==> config.mk <==
export PLATFORM = sky130hd
export DESIGN_NAME = tabu_filtered_best_selector
export DESIGN_NICKNAME = d
export VERILOG_FILES = /design/src/hw/rtl/tfbs_pkg.sv /design/src/hw/rtl/tfbs_ring.sv /design/src/hw/rtl/tabu_filtered_best_selector.sv
export SDC_FILE = /design/constraint.sdc
export NUM_CORES = 1
export LEC_CHECK = 0
export BUFFER_PORTS_ARGS = -buffer_cell sky130_fd_sc_hd__buf_4
export CORE_ASPECT_RATIO = 0.75
export CORE_MARGIN = 3
export CORE_UTILIZATION = 60
export DETAILED_ROUTE_END_ITERATION = 6
export GPL_ROUTABILITY_DRIVEN = 0
export PLACE_DENSITY = 0.82
export SYNTH_ARGS = -nofsm -noshare
export SYNTH_HDL_FRONTEND = slang
export SYNTH_HIERARCHICAL = 1
export SYNTH_SLANG_ARGS = --single-unit
==> constraint.sdc <==
create_clock -name clk -period 23.2 [get_ports clk]
set_input_delay 4.64 -clock clk [delete_from_list [all_inputs] [get_ports clk]]
set_output_delay 4.64 -clock clk [all_outputs]
set_load 0.02 [all_outputs]
==> src/hw/rtl/tfbs_pkg.sv <==
// ----------------------------------------------------------------------------
// tfbs_pkg
// shared widths, codes and types of the tabu filtered best selector
// ----------------------------------------------------------------------------
package tfbs_pkg;

  localparam int HASH_W  = 32;
  localparam int SCORE_W = 32;
  localparam int COUNT_W = 32;
  localparam int NBR_W   = 8;
  localparam int CFG_IDX_W  = 2;
  localparam int CFG_DATA_W = 32;

  localparam int TABU_DEPTH_DEFAULT = 10;

  localparam logic [NBR_W-1:0]          NBR_RESET   = NBR_W'(50);
  localparam logic signed [SCORE_W-1:0] SCORE_GOAL_RESET = 32'sh7fff_ffff;
  localparam logic [COUNT_W-1:0]        TRIAL_CAP_RESET  = '1;

  typedef enum logic [CFG_IDX_W-1:0] {
    CFG_NEIGHBOR_COUNT = 2'd0,
    CFG_SCORE_GOAL     = 2'd1,
    CFG_TRIAL_CAP      = 2'd2
  } cfg_index_t;

  typedef enum logic [1:0] {
    STOP_RUNNING = 2'd0,
    STOP_ABORTED = 2'd1,
    STOP_SCORE   = 2'd2,
    STOP_TRIALS  = 2'd3
  } stop_reason_t;

  typedef enum logic {
    MODE_START     = 1'b0,
    MODE_CANDIDATE = 1'b1
  } mode_t;

  typedef struct packed {
    logic clear;
    logic write;
  } ring_ctl_t;

endpackage

==> src/hw/rtl/tfbs_ring.sv <==
// ----------------------------------------------------------------------------
// tfbs_ring
// ring of recent committed hashes with parallel membership compare
// ----------------------------------------------------------------------------
module tfbs_ring #(
  parameter int TABU_DEPTH = tfbs_pkg::TABU_DEPTH_DEFAULT
) (
  input  logic                      clk,
  input  logic                      rst,
  input  tfbs_pkg::ring_ctl_t       ctl,
  input  logic [tfbs_pkg::HASH_W-1:0] wr_hash,
  input  logic [tfbs_pkg::HASH_W-1:0] query,
  output logic                      hit
);
  import tfbs_pkg::*;

  localparam int SLOT_W = (TABU_DEPTH > 1) ? $clog2(TABU_DEPTH) : 1;
  localparam logic [SLOT_W-1:0] SLOT_AFTER_SEED = SLOT_W'(1 % TABU_DEPTH);
  localparam logic [SLOT_W-1:0] SLOT_LAST       = SLOT_W'(TABU_DEPTH - 1);

  logic [HASH_W-1:0]     entry [TABU_DEPTH];
  logic [TABU_DEPTH-1:0] entry_valid;
  logic [SLOT_W-1:0]     write_slot;
  logic [TABU_DEPTH-1:0] match;

  // invalid entries read as zero
  always_comb begin
    for (int k = 0; k < TABU_DEPTH; k++) begin
      match[k] = entry_valid[k] ? (entry[k] == query) : (query == '0);
    end
  end

  assign hit = |match;

  always_ff @(posedge clk) begin
    if (rst) begin
      entry_valid <= '0;
      write_slot  <= SLOT_AFTER_SEED;
    end else if (ctl.clear) begin
      entry_valid    <= TABU_DEPTH'(1);
      write_slot     <= SLOT_AFTER_SEED;
    end else if (ctl.write) begin
      entry_valid[write_slot] <= 1'b1;
      write_slot <= (write_slot == SLOT_LAST) ? '0 : write_slot + SLOT_W'(1);
    end
  end

  always_ff @(posedge clk) begin
    if (ctl.clear) begin
      entry[0] <= wr_hash;
    end else if (ctl.write) begin
      entry[write_slot] <= wr_hash;
    end
  end

endmodule

==> src/hw/rtl/tabu_filtered_best_selector.sv <==
// ----------------------------------------------------------------------------
// tabu_filtered_best_selector
// tabu search bookkeeping: ring of recent hashes, round best, stop rules
// ----------------------------------------------------------------------------
// Takes one transaction per clock when the output side does not stall, and returns
// one result transaction for each input, held first in the input register and
// then in the result register. An input register feeds a single result stage
// that holds the tabu ring compare
// (TABU_DEPTH parallel 32-bit equality tests), the signed score compare and
// the stop checks; the round state is updated in that same stage, so each
// candidate sees the effect of the one before it. s_tuser is the mode (0 seed,
// 1 candidate); m_tlast marks the transaction that closed a round. Config
// writes are taken at any time but must only be issued while the block is idle.
module tabu_filtered_best_selector #(
  parameter int TABU_DEPTH = tfbs_pkg::TABU_DEPTH_DEFAULT
) (
  input  logic                             clk,
  input  logic                             rst,
  // solution_hash[31:0], solution_score[63:32], abort_request[64], zero fill
  input  logic [71:0]                      s_tdata,
  // mode[0]
  input  logic [0:0]                       s_tuser,
  input  logic                             s_tvalid,
  output logic                             s_tready,
  // was_tabu[0], became_best[1], best_hash[33:2], best_score[65:34],
  // tests_done[97:66], finished[98], stop_reason[100:99], zero fill
  output logic [103:0]                     m_tdata,
  output logic                             m_tlast,
  output logic                             m_tvalid,
  input  logic                             m_tready,
  input  logic                             cfg_wen,
  input  logic [tfbs_pkg::CFG_IDX_W-1:0]   cfg_index,
  input  logic [tfbs_pkg::CFG_DATA_W-1:0]  cfg_data
);
  import tfbs_pkg::*;

  // config registers
  logic [NBR_W-1:0]          neighbor_count;
  logic signed [SCORE_W-1:0] score_goal;
  logic [COUNT_W-1:0]        trial_cap;

  always_ff @(posedge clk) begin
    if (rst) begin
      neighbor_count <= NBR_RESET;
      score_goal     <= SCORE_GOAL_RESET;
      trial_cap      <= TRIAL_CAP_RESET;
    end else if (cfg_wen) begin
      unique case (cfg_index)
        CFG_NEIGHBOR_COUNT: neighbor_count <= cfg_data[NBR_W-1:0];
        CFG_SCORE_GOAL:     score_goal     <= $signed(cfg_data[SCORE_W-1:0]);
        CFG_TRIAL_CAP:      trial_cap      <= cfg_data[COUNT_W-1:0];
        default: ;
      endcase
    end
  end

  // input register
  logic                      in_valid;
  mode_t                     in_mode;
  logic [HASH_W-1:0]         in_hash;
  logic signed [SCORE_W-1:0] in_score;
  logic                      in_abort;
  logic                      advance;
  logic                      fire;

  assign advance  = !m_tvalid || m_tready;
  assign fire     = in_valid && advance;
  assign s_tready = !in_valid || advance;

  always_ff @(posedge clk) begin
    if (rst) begin
      in_valid <= 1'b0;
    end else if (s_tready) begin
      in_valid <= s_tvalid;
    end
  end

  always_ff @(posedge clk) begin
    if (s_tready && s_tvalid) begin
      in_mode  <= mode_t'(s_tuser[0]);
      in_hash  <= s_tdata[31:0];
      in_score <= $signed(s_tdata[63:32]);
      in_abort <= s_tdata[64];
    end
  end

  // search state
  logic [NBR_W-1:0]          round_position;
  logic [HASH_W-1:0]         best_hash;
  logic signed [SCORE_W-1:0] best_score;
  logic [COUNT_W-1:0]        test_count;
  logic                      abort_pending;
  logic                      stopped;
  stop_reason_t              reason;

  logic [NBR_W-1:0]          round_position_next;
  logic [HASH_W-1:0]         best_hash_next;
  logic signed [SCORE_W-1:0] best_score_next;
  logic [COUNT_W-1:0]        test_count_next;
  logic                      abort_pending_next;
  logic                      stopped_next;
  stop_reason_t              reason_next;

  logic      start, active, first, hit, counted, better, take, close;
  logic      tabu;
  ring_ctl_t ring_ctl;

  tfbs_ring #(
    .TABU_DEPTH(TABU_DEPTH)
  ) u_ring (
    .clk     (clk),
    .rst     (rst),
    .ctl     (ring_ctl),
    .wr_hash (start ? in_hash : best_hash_next),
    .query   (in_hash),
    .hit     (hit)
  );

  always_comb begin
    start   = (in_mode == MODE_START);
    active  = !start && !stopped;
    first   = (round_position == '0);
    tabu    = active && !first && hit;
    counted = active && (first || !hit);
    better  = counted && !first && (in_score > best_score);
    take    = active && (first || better);
    close   = active && (first ? (neighbor_count == '0)
                               : (round_position >= neighbor_count));

    round_position_next = round_position;
    best_hash_next      = best_hash;
    best_score_next     = best_score;
    test_count_next     = test_count;
    abort_pending_next  = abort_pending;
    stopped_next        = stopped;
    reason_next         = reason;

    if (start) begin
      round_position_next = '0;
      best_hash_next      = in_hash;
      best_score_next     = in_score;
      test_count_next     = COUNT_W'(1);
      abort_pending_next  = in_abort;
      stopped_next        = 1'b0;
      reason_next         = STOP_RUNNING;
    end else if (active) begin
      abort_pending_next = abort_pending || in_abort;
      if (take) begin
        best_hash_next  = in_hash;
        best_score_next = in_score;
      end
      if (counted && (test_count != '1)) begin
        test_count_next = test_count + COUNT_W'(1);
      end
      if (close) begin
        round_position_next = '0;
        if (abort_pending_next) begin
          stopped_next = 1'b1;
          reason_next  = STOP_ABORTED;
        end else if (best_score_next >= score_goal) begin
          stopped_next = 1'b1;
          reason_next  = STOP_SCORE;
        end else if (test_count_next >= trial_cap) begin
          stopped_next = 1'b1;
          reason_next  = STOP_TRIALS;
        end
      end else begin
        round_position_next = round_position + NBR_W'(1);
      end
    end

    ring_ctl.clear = fire && start;
    ring_ctl.write = fire && close;
  end

  always_ff @(posedge clk) begin
    if (rst) begin
      round_position <= '0;
      best_hash      <= '0;
      best_score     <= '0;
      test_count     <= '0;
      abort_pending  <= 1'b0;
      stopped        <= 1'b1;
      reason         <= STOP_RUNNING;
    end else if (fire) begin
      round_position <= round_position_next;
      best_hash      <= best_hash_next;
      best_score     <= best_score_next;
      test_count     <= test_count_next;
      abort_pending  <= abort_pending_next;
      stopped        <= stopped_next;
      reason         <= reason_next;
    end
  end

  // result register
  always_ff @(posedge clk) begin
    if (rst) begin
      m_tvalid <= 1'b0;
    end else if (advance) begin
      m_tvalid <= in_valid;
    end
  end

  always_ff @(posedge clk) begin
    if (fire) begin
      m_tdata <= {3'b000, reason_next, stopped_next, test_count_next,
                  best_score_next, best_hash_next, take, tabu};
      m_tlast <= close;
    end
  end

endmodule
==> Word level (Yosys, flattened, before mapping) <==
Memory sizes are Yosys's and may differ from the RTL's.
Index checks and enable logic that the tools add are counted.
{ "op_classes": {"n_lt_le_gt_ge": 6, "addsub": 3, "n_mux": 55, "bitwise": 2, "eq_ne": 15, "reduce_logical": 36} }
{ "ops": {"columns": ["cell", "count"], "rows": [
  ["$mux W32", 15],
  ["$eq A32 B32 Y1", 10],
  ["$ge A32 B32 Y1", 2],
  ["$add A32 B1 Y32 const B", 1],
  ["$gt A32 B32 Y1", 1],
  ["$logic_not A32 Y1", 1],
  ["$ne A32 B32 Y1 const B", 1],
  ["$reduce_or A32 Y1", 1],
  ["$mux W1", 28],
  ["$mux W8", 3],
  ["$logic_not A8 Y1", 2],
  ["$logic_and A1 B1 Y1", 14],
  ["$mux W2", 6],
  ["$or A10 B10 Y10", 1],
  ["$reduce_or A10 Y1", 1],
  ["$add A8 B1 Y8 const B", 1],
  ["$ge A8 B8 Y1", 1],
  ["$mux W4", 2],
  ["$reduce_and A2 Y1", 4],
  ["$logic_not A1 Y1", 5],
  ["$logic_or A1 B1 Y1", 5],
  ["$lt A4 B5 Y1 const B", 1],
  ["$add A4 B1 Y4 const B", 1],
  ["$demux W1 S4", 1],
  ["9 further kinds", 9]
]} }
{ "word_totals": {"n_memories": 1, "ramBits": 320, "ff_bits": 364, "word_cells": 139, "inputBits": 112, "output_inout_bits": 107} }
{ "mem_list": {"columns": ["memory", "depth", "word_bits", "read_ports", "rd_ports_with_merged_regs", "write_ports", "line", "rtl"], "rows": [
  ["u_ring.entry", 10, 32, 10, 0, 1, "tfbs_ring.sv:21", "logic [HASH_W-1:0] entry [TABU_DEPTH];"]
]} }

==> Depth between registers and ports, before layout <==
Gate-level depths: netlist of run 1.
An unclocked memory read counts as a cell.
{ "logic_depth": {"ltp_word": 20, "mapped_depth": 22, "ltp_nobuf": 21} }

==> Modules after synthesis <==
The synthesis of run 1 kept the hierarchy.
{ "modules_own_cells": {"columns": ["mod", "seq_area_each_um2", "instances", "cells_each", "area_per_inst_um2"], "rows": [
  ["tabu_filtered_best_selector", 8688.3, 1, 1503, 16687.3],
  ["tfbs_ring", 9889.5, 1, 884, 14114.8]
]} }

==> Worst setup path after synthesis of run 1 <==
OpenSTA, ideal clock, no wires.
{ "synth_timing": {"kind": "input-to-reg", "from": "in m_tready", "to": "mem u_ring.entry[4][0], enable pin", "t_arrival_ns": 10.877, "n_path_buf": 3, "t_required_ns": 22.698, "path_stages": 9, "slack_ns": 11.821, "setup_ns": 0.502, "cell_sequence": "nor2b_1 nand2b_1 clkbuf_1 inv_1 clkbuf_1 nand2_1 inv_1 clkbuf_1 nor4_1"} }
{ "synth_rtl": {"columns": ["item", "line", "rtl"], "rows": [
  ["start: declaration", "tabu_filtered_best_selector.sv:30", "input logic m_tready,"],
  ["end: declaration", "tfbs_ring.sv:21", null]
]} }

==> Worst setup path in the final report of run 1 <==
{ "layout_timing": {"from": "in m_tready", "to": "out s_tready"} }
{ "layout_between": {"elab_chain_cells": 2} }
{ "layout_lines": {"columns": ["item", "line", "rtl"], "rows": [
  ["$logic_or A1 B1 Y1", "tabu_filtered_best_selector.sv:66", "assign advance = !m_tvalid || m_tready;"],
  ["$logic_or A1 B1 Y1", "tabu_filtered_best_selector.sv:68", "assign s_tready = !in_valid || advance;"],
  ["end: declaration", "tabu_filtered_best_selector.sv:24", "output logic s_tready,"]
]} }
Every way passes these cells.

==> results.txt, run 1 <==
Clock Skew: 31.9 ps
setup repair bufs after CTS: 0
WS Path Type: in2out
setup violators final: 0
largest family of logic cells by synthesized area: XOR/XNOR gates
number of buffers added on ports: 208
Fin. Hold Viols: 0
Worst Hold Class: reg2reg
Final #Nets: 2809
Cell Area, Synth: 0.0308 mm²
Layout area overhead: 13.7%
max_cap viols: 0
sequential fraction of the synthesis area: 60.3%
Register-to-Register Path Depth: 20
R2R setup slack: 15160 ps
worst-margin pin slew: 1440 ps
Post-Synth Simple-Gate Area: 9.48%
unrepaired setup endpoints after global routing: no
cell count after synthesis: 2387
synthesis warning total: 6
post-DP HPWL: 54500 µm
FF/Latch Area: 0.0186 mm²
min-delay src: score_goal[31]
CTS Buffer Depth: 3
Routed wire per std cell: 25.2 µm
footprint of the multi-input gates: 0.0112 mm²
first-pass GRT wire length: 121000 µm
EDFF count, synth: 488
fillers: 3359
Initial Utilization: 61.0%
cts repair resizes: 0
root buf cell: clkbuf_16
Inserted Clock Buffers: 66
Worst EP required: 18560 ps
Die W: 268 µm
CP Capture Type: output pin
Post-DRT Antenna Nets: 0
worst relative slew slack: 2.99%
worst setup path endpoint: s_tready
worst r2r src: in_hash[31]
DP Cell Count: 3179
PD cells: 78.1 mW/mm²
crit-path cells: buf_4 > nor2b_1 > nand2_1 > buf_4
commonest non-fill, non-tap cells in the layout: edfxtp_1, xor2_1, buf_4
IO Pins: 219
GRT overflow: 0
# H-tree levels: 3
vias per inst: 6.24
DRT Pass-1 Iters: 6
Die Y-Extent: 202 µm
CP max-delay cell: nor2b_1
asr flop ratio synth: 0%
Clk Latency, worst-skew pair: 610 ps
Max Fclk: 0.101 GHz
Crit. Startpoint: m_tready
final cell count without fillers: 3303
Sink Count: 684
drt total wl: 83300 µm
Max stage delay on crit path: 210 ps
cell row count: 71
DRC Markers: 0
Reg clk slew, reported paths: 60 ps
layout cells sized above 1: 17.5%
Final Cycle Share: 42.6%
commonest non-fill, non-tap cell in the layout: edfxtp_1
Core ar.: 0.0505 mm²
mux cell area share after synthesis: 6.26%
Synth cell types: 70
die area: 0.0541 mm²
status: finished clean
synthesized flop and latch total: 684
crit start category: input pin
Primary FF master, synth: edfxtp_1
leakage power total: 14.1 nW
largest net degree at the start of global routing: 82
Starting DRT DRC Count: 3017
most used cell along the critical path: buf_4
TNS Setup: 0 ps
vias in the first global route: 19800
Slew Viols, Final: 0
Synth Area in XOR/XNOR: 10.1%
adder-cell area share of the yosys netlist: 4.35%
CP Max Fanout: 4
Tot GR Track Use: 30.4%
FF-to-FF End: m_tdata[98]
DR vias: 20600
Pwr Total: 0.00274 W
Arrival @ worst endpoint: 5230 ps
Compound-Gate Fraction of Synth Area: 5.85%
synthesized area per cell: 12.9 µm²
initial antenna violation count: 5
VDD IR-drop max: 0.0559 mV
Hold-fix buffers, CTS: 0
Tmin final: 9870 ps
CTS tree: done
[where the power goes]
group	internal (W)	switching (W)	leakage [nW]
sequential	0.00135	0.0000328	6.13
combinational	0.0000914	0.000154	6.89
clock	0.000644	0.000458	1.07
[through the flow]
stage / util, % / hold WS (ps) / setup slack, ps / instance area (µm²)
floorplan: - / 436 / 11820 / 30800
global placement: 65.1 / 456 / 13370 / 32800
detailed placement: 65.1 / 464 / 13310 / 32800
CTS: 69.4 / 473 / 13310 / 35000
global route: 69.4 / 509 / 13280 / 35000
finish: 69.4 / 477 / 13330 / 35000
[area by class of cell]
type / instances / area share (%)
inverter: 120 / 1.29
antenna: 4 / 0.0286
clock buffer: 92 / 5.35
sequential: 684 / 53.0
tap: 657 / 2.35
clock inverter: 28 / 0.907
timing repair buffer: 238 / 5.10
multi-input combinational: 1480 / 31.9
[state kept, by name (all words and copies together), names as in the netlist]
signal              count
trial_cap              32
best_hash              32
u_ring/write_slot       4
in_score               32
reason                  2
neighbor_count          8
score_goal             32
in_hash                32
best_score             32
in_mode                 1
stopped                 1
m_tvalid                1
m_tdata               101
test_count             32
in_valid                1
in_abort                1
u_ring/entry          320
m_tlast                 1
abort_pending           1
u_ring/entry_valid     10
round_position          8
[critical path: cells and delay by family]
family	cells	cell delay, ps
buffers and inverters	2	280
AND/OR/NAND/NOR	2	320
[cell usage after synthesis, types with 4 or more instances]
cell,count,share of area (%)
nor2_1,142,1.7
o211ai_1,67,1.6
or3_1,6,0.12
nand2_1,144,1.8
and2_1,29,0.59
buf_2,4,0.065
xnor2_1,86,2.4
xor2_1,269,7.6
nor3_1,30,0.49
nand4_1,47,0.95
nand3_1,39,0.63
mux2_4,48,2.3
and4_1,13,0.37
mux2i_1,69,2.2
a21o_1,24,0.58
inv_1,120,1.5
buf_6,23,0.84
a211oi_1,5,0.12
clkbuf_1,48,0.58
o21ai_0,55,0.89
or2_2,4,0.081
a22oi_1,4,0.097
a21oi_1,68,1.1
buf_1,4,0.049
ha_1,107,4.3
nor2b_1,8,0.16
nor4_1,77,1.6
a31oi_1,6,0.12
dfxtp_1,196,13
nand2b_1,8,0.16
mux2_2,46,1.7
edfxtp_1,488,48
and3_1,14,0.28
buf_4,26,0.63
o31ai_1,7,0.17
[cells by family after synthesis]
| group | after synthesis |
|---|---|
| flip-flops | 684 |
| AND/OR/NAND/NOR | 581 |
| XOR/XNOR | 355 |
| AO/OA/AOI/OAI | 271 |
| buffers and inverters | 225 |
| multiplexers | 163 |
| adder cells (fa/ha/maj) | 107 |
| other | 1 |
[routing by layer]
| layer | up-vias | GRT usage [%] | part of all wire [%] |
|---|---|---|---|
| met1 | 10200 | 44.5 | 41 |
| li1 | 9021 | - | - |
| met5 | - | 0 | 0.034 |
| met2 | 1218 | 44.2 | 44 |
| met3 | 191 | 8.26 | 12 |
| met4 | 2 | 9.40 | 2.7 |
[worst min-delay path by stage]
stage                          end  cells after the start
floorplan           score_goal[31]                      2
global placement    score_goal[31]                      2
detailed placement  score_goal[31]                      2
CTS                 score_goal[31]                      2
global route        score_goal[31]                      2
finish              score_goal[31]                      2
Power figures use the tool's default switching activity.
==> run 2: changes to the inputs <==
- CORE_UTILIZATION: 60 -> 55
- PLACE_DENSITY: 0.82 -> 0.8
- clock period: 23.2 -> 9 ns (I/O delays scaled with it)
==> results.txt, run 2 (synthesis gave the netlist of run 1 again) <==
DRC Markers: 0
number of buffers added on ports: 208
Die Y-Extent: 211 µm
R2R setup slack: 1610 ps
post-DP HPWL: 56100 µm
cts repair resizes: 0
cell area after placement: 0.0329 mm²
P_sw: 0.00167 W
first-pass GRT wire length: 125000 µm
Die W: 279 µm
commonest non-fill, non-tap cells in the layout: edfxtp_1, xor2_1, buf_4
footprint of the multi-input gates: 0.0112 mm²
Final Cycle Share: 82.1%
Tmin final: 7390 ps
Hold-fix buffers, CTS: 0
setup repair bufs after CTS: 0
Routed wire per std cell: 25.3 µm
Internal: 0.00532 W
layout cells sized above 1: 17.4%
Core ar.: 0.0549 mm²
# H-tree levels: 3
worst relative slew slack: 17.7%
Pwr Total: 0.00699 W
Clock Skew: 24.0 ps
worst-margin pin slew: 1230 ps
GRT overflow: 0
max FFs per register: 320
Clk Latency, worst-skew pair: 610 ps
CTS Buffer Depth: 3
Inserted Clock Buffers: 68
Largest regs: u_ring/entry (320), m_tdata (101)
root buf cell: clkbuf_16
VDD IR-drop max: 0.176 mV
CP Max Fanout: 16
CTS tree: done
Post-DRT Antenna Nets: 0
die area: 0.0589 mm²
Sink Count: 684
crit start category: flop
Reg clk slew, reported paths: 60 ps
Initial Utilization: 56.1%
Switching Share: 23.9%
Arrival @ worst endpoint: 7720 ps
Max Fclk: 0.135 GHz
Tot GR Track Use: 28.5%
cell row count: 74
Layout area overhead: 13.8%
Final #Nets: 2813
drt total wl: 85200 µm
DRT Pass-1 Iters: 7
WS Path Type: reg2reg
Post-Layout Inst Area: 0.0351 mm²
unrepaired setup endpoints after global routing: no
leakage power total: 14.1 nW
fillers: 3896
DR vias: 20700
commonest non-fill, non-tap cell in the layout: edfxtp_1
PD cells: 199 mW/mm²
DP Cell Count: 3246
max_cap viols: 0
FF/Latch Area: 0.0186 mm²
largest net degree at the start of global routing: 69
IO Pins: 219
clock share of power: 39.8%
Largest Register: u_ring/entry
Worst Hold Class: reg2reg
vias in the first global route: 19900
Gate power share: 8.9%
final cell count without fillers: 3370
CP Capture Type: flop
Reg power frac: 51.3%
TNS Setup: 0 ps
Starting DRT DRC Count: 2892
vias per inst: 6.15
setup violators final: 0
initial antenna violation count: 3
Fin. Hold Viols: 0
Slew Viols, Final: 0
status: finished clean
Worst EP required: 9330 ps
[run 2: path summary, 6_finish.rpt]
kind	cells after the start	startpoint	end
hold reg to reg	2	reason[0]	reason[0]
setup reg to reg	21	in_hash[12]	m_tdata[98]
hold / removal	2	reason[0]	reason[0]
setup / recovery	21	in_hash[12]	m_tdata[98]
[run 2: critical path, cell delays in order (launching register included)]
cell	delay [ps]
edfxtp_1	1170
xnor2_1	230
nand4_1	150
nor4_1	780
nand4_1	160
o22ai_1	150
or4_1	280
o41ai_4	180
nand2_1	330
a31oi_1	180
a21oi_4	570
buf_4	310
mux2_2	400
ha_1	300
a21oi_1	150
o21ai_0	100
a221o_1	360
a21oi_1	140
o21ai_0	100
o22ai_1	610
and3_1	300
o21ai_0	130
[run 2: routing by layer]
metal  GRT usage (%)  up-vias  part of all wire [%]
met3            6.08      205                    12
li1                -     9031                     -
met5               0        -                     0
met4            9.18        0                   3.1
met2            41.9     1313                    43
met1            42.4    10200                    42
[run 2: final cells by class]
type,instances,area share [%]
Clock buffer,102,5.60
Multi-Input combinational cell,1480,31.9
Clock inverter,20,0.489
Antenna cell,2,0.0143
Inverter,120,1.29
Timing Repair Buffer,240,5.14
Tap cell,722,2.58
Sequential cell,684,53.0
[run 2: power groups by stage]
stage	clock, W	combinational (W)	sequential [W]
floorplan	0	0.000367	0.00363
global placement	0	0.000593	0.00364
detailed placement	0	0.000611	0.00365
CTS	0.00280	0.000617	0.00358
global route	0.00292	0.000662	0.00359
finish	0.00278	0.000625	0.00358
[run 2: metrics by stage]
stage | util, % | worst slack, ps | hold WS [ps]
2_1_floorplan | - | 461 | 436
6_report | 63.9 | 1610 | 484
5_1_grt | 63.9 | 1370 | 499
4_1_cts | 63.9 | 1920 | 478
3_3_place_gp | 60.0 | 2020 | 465
3_5_place_dp | 60.0 | 1960 | 470
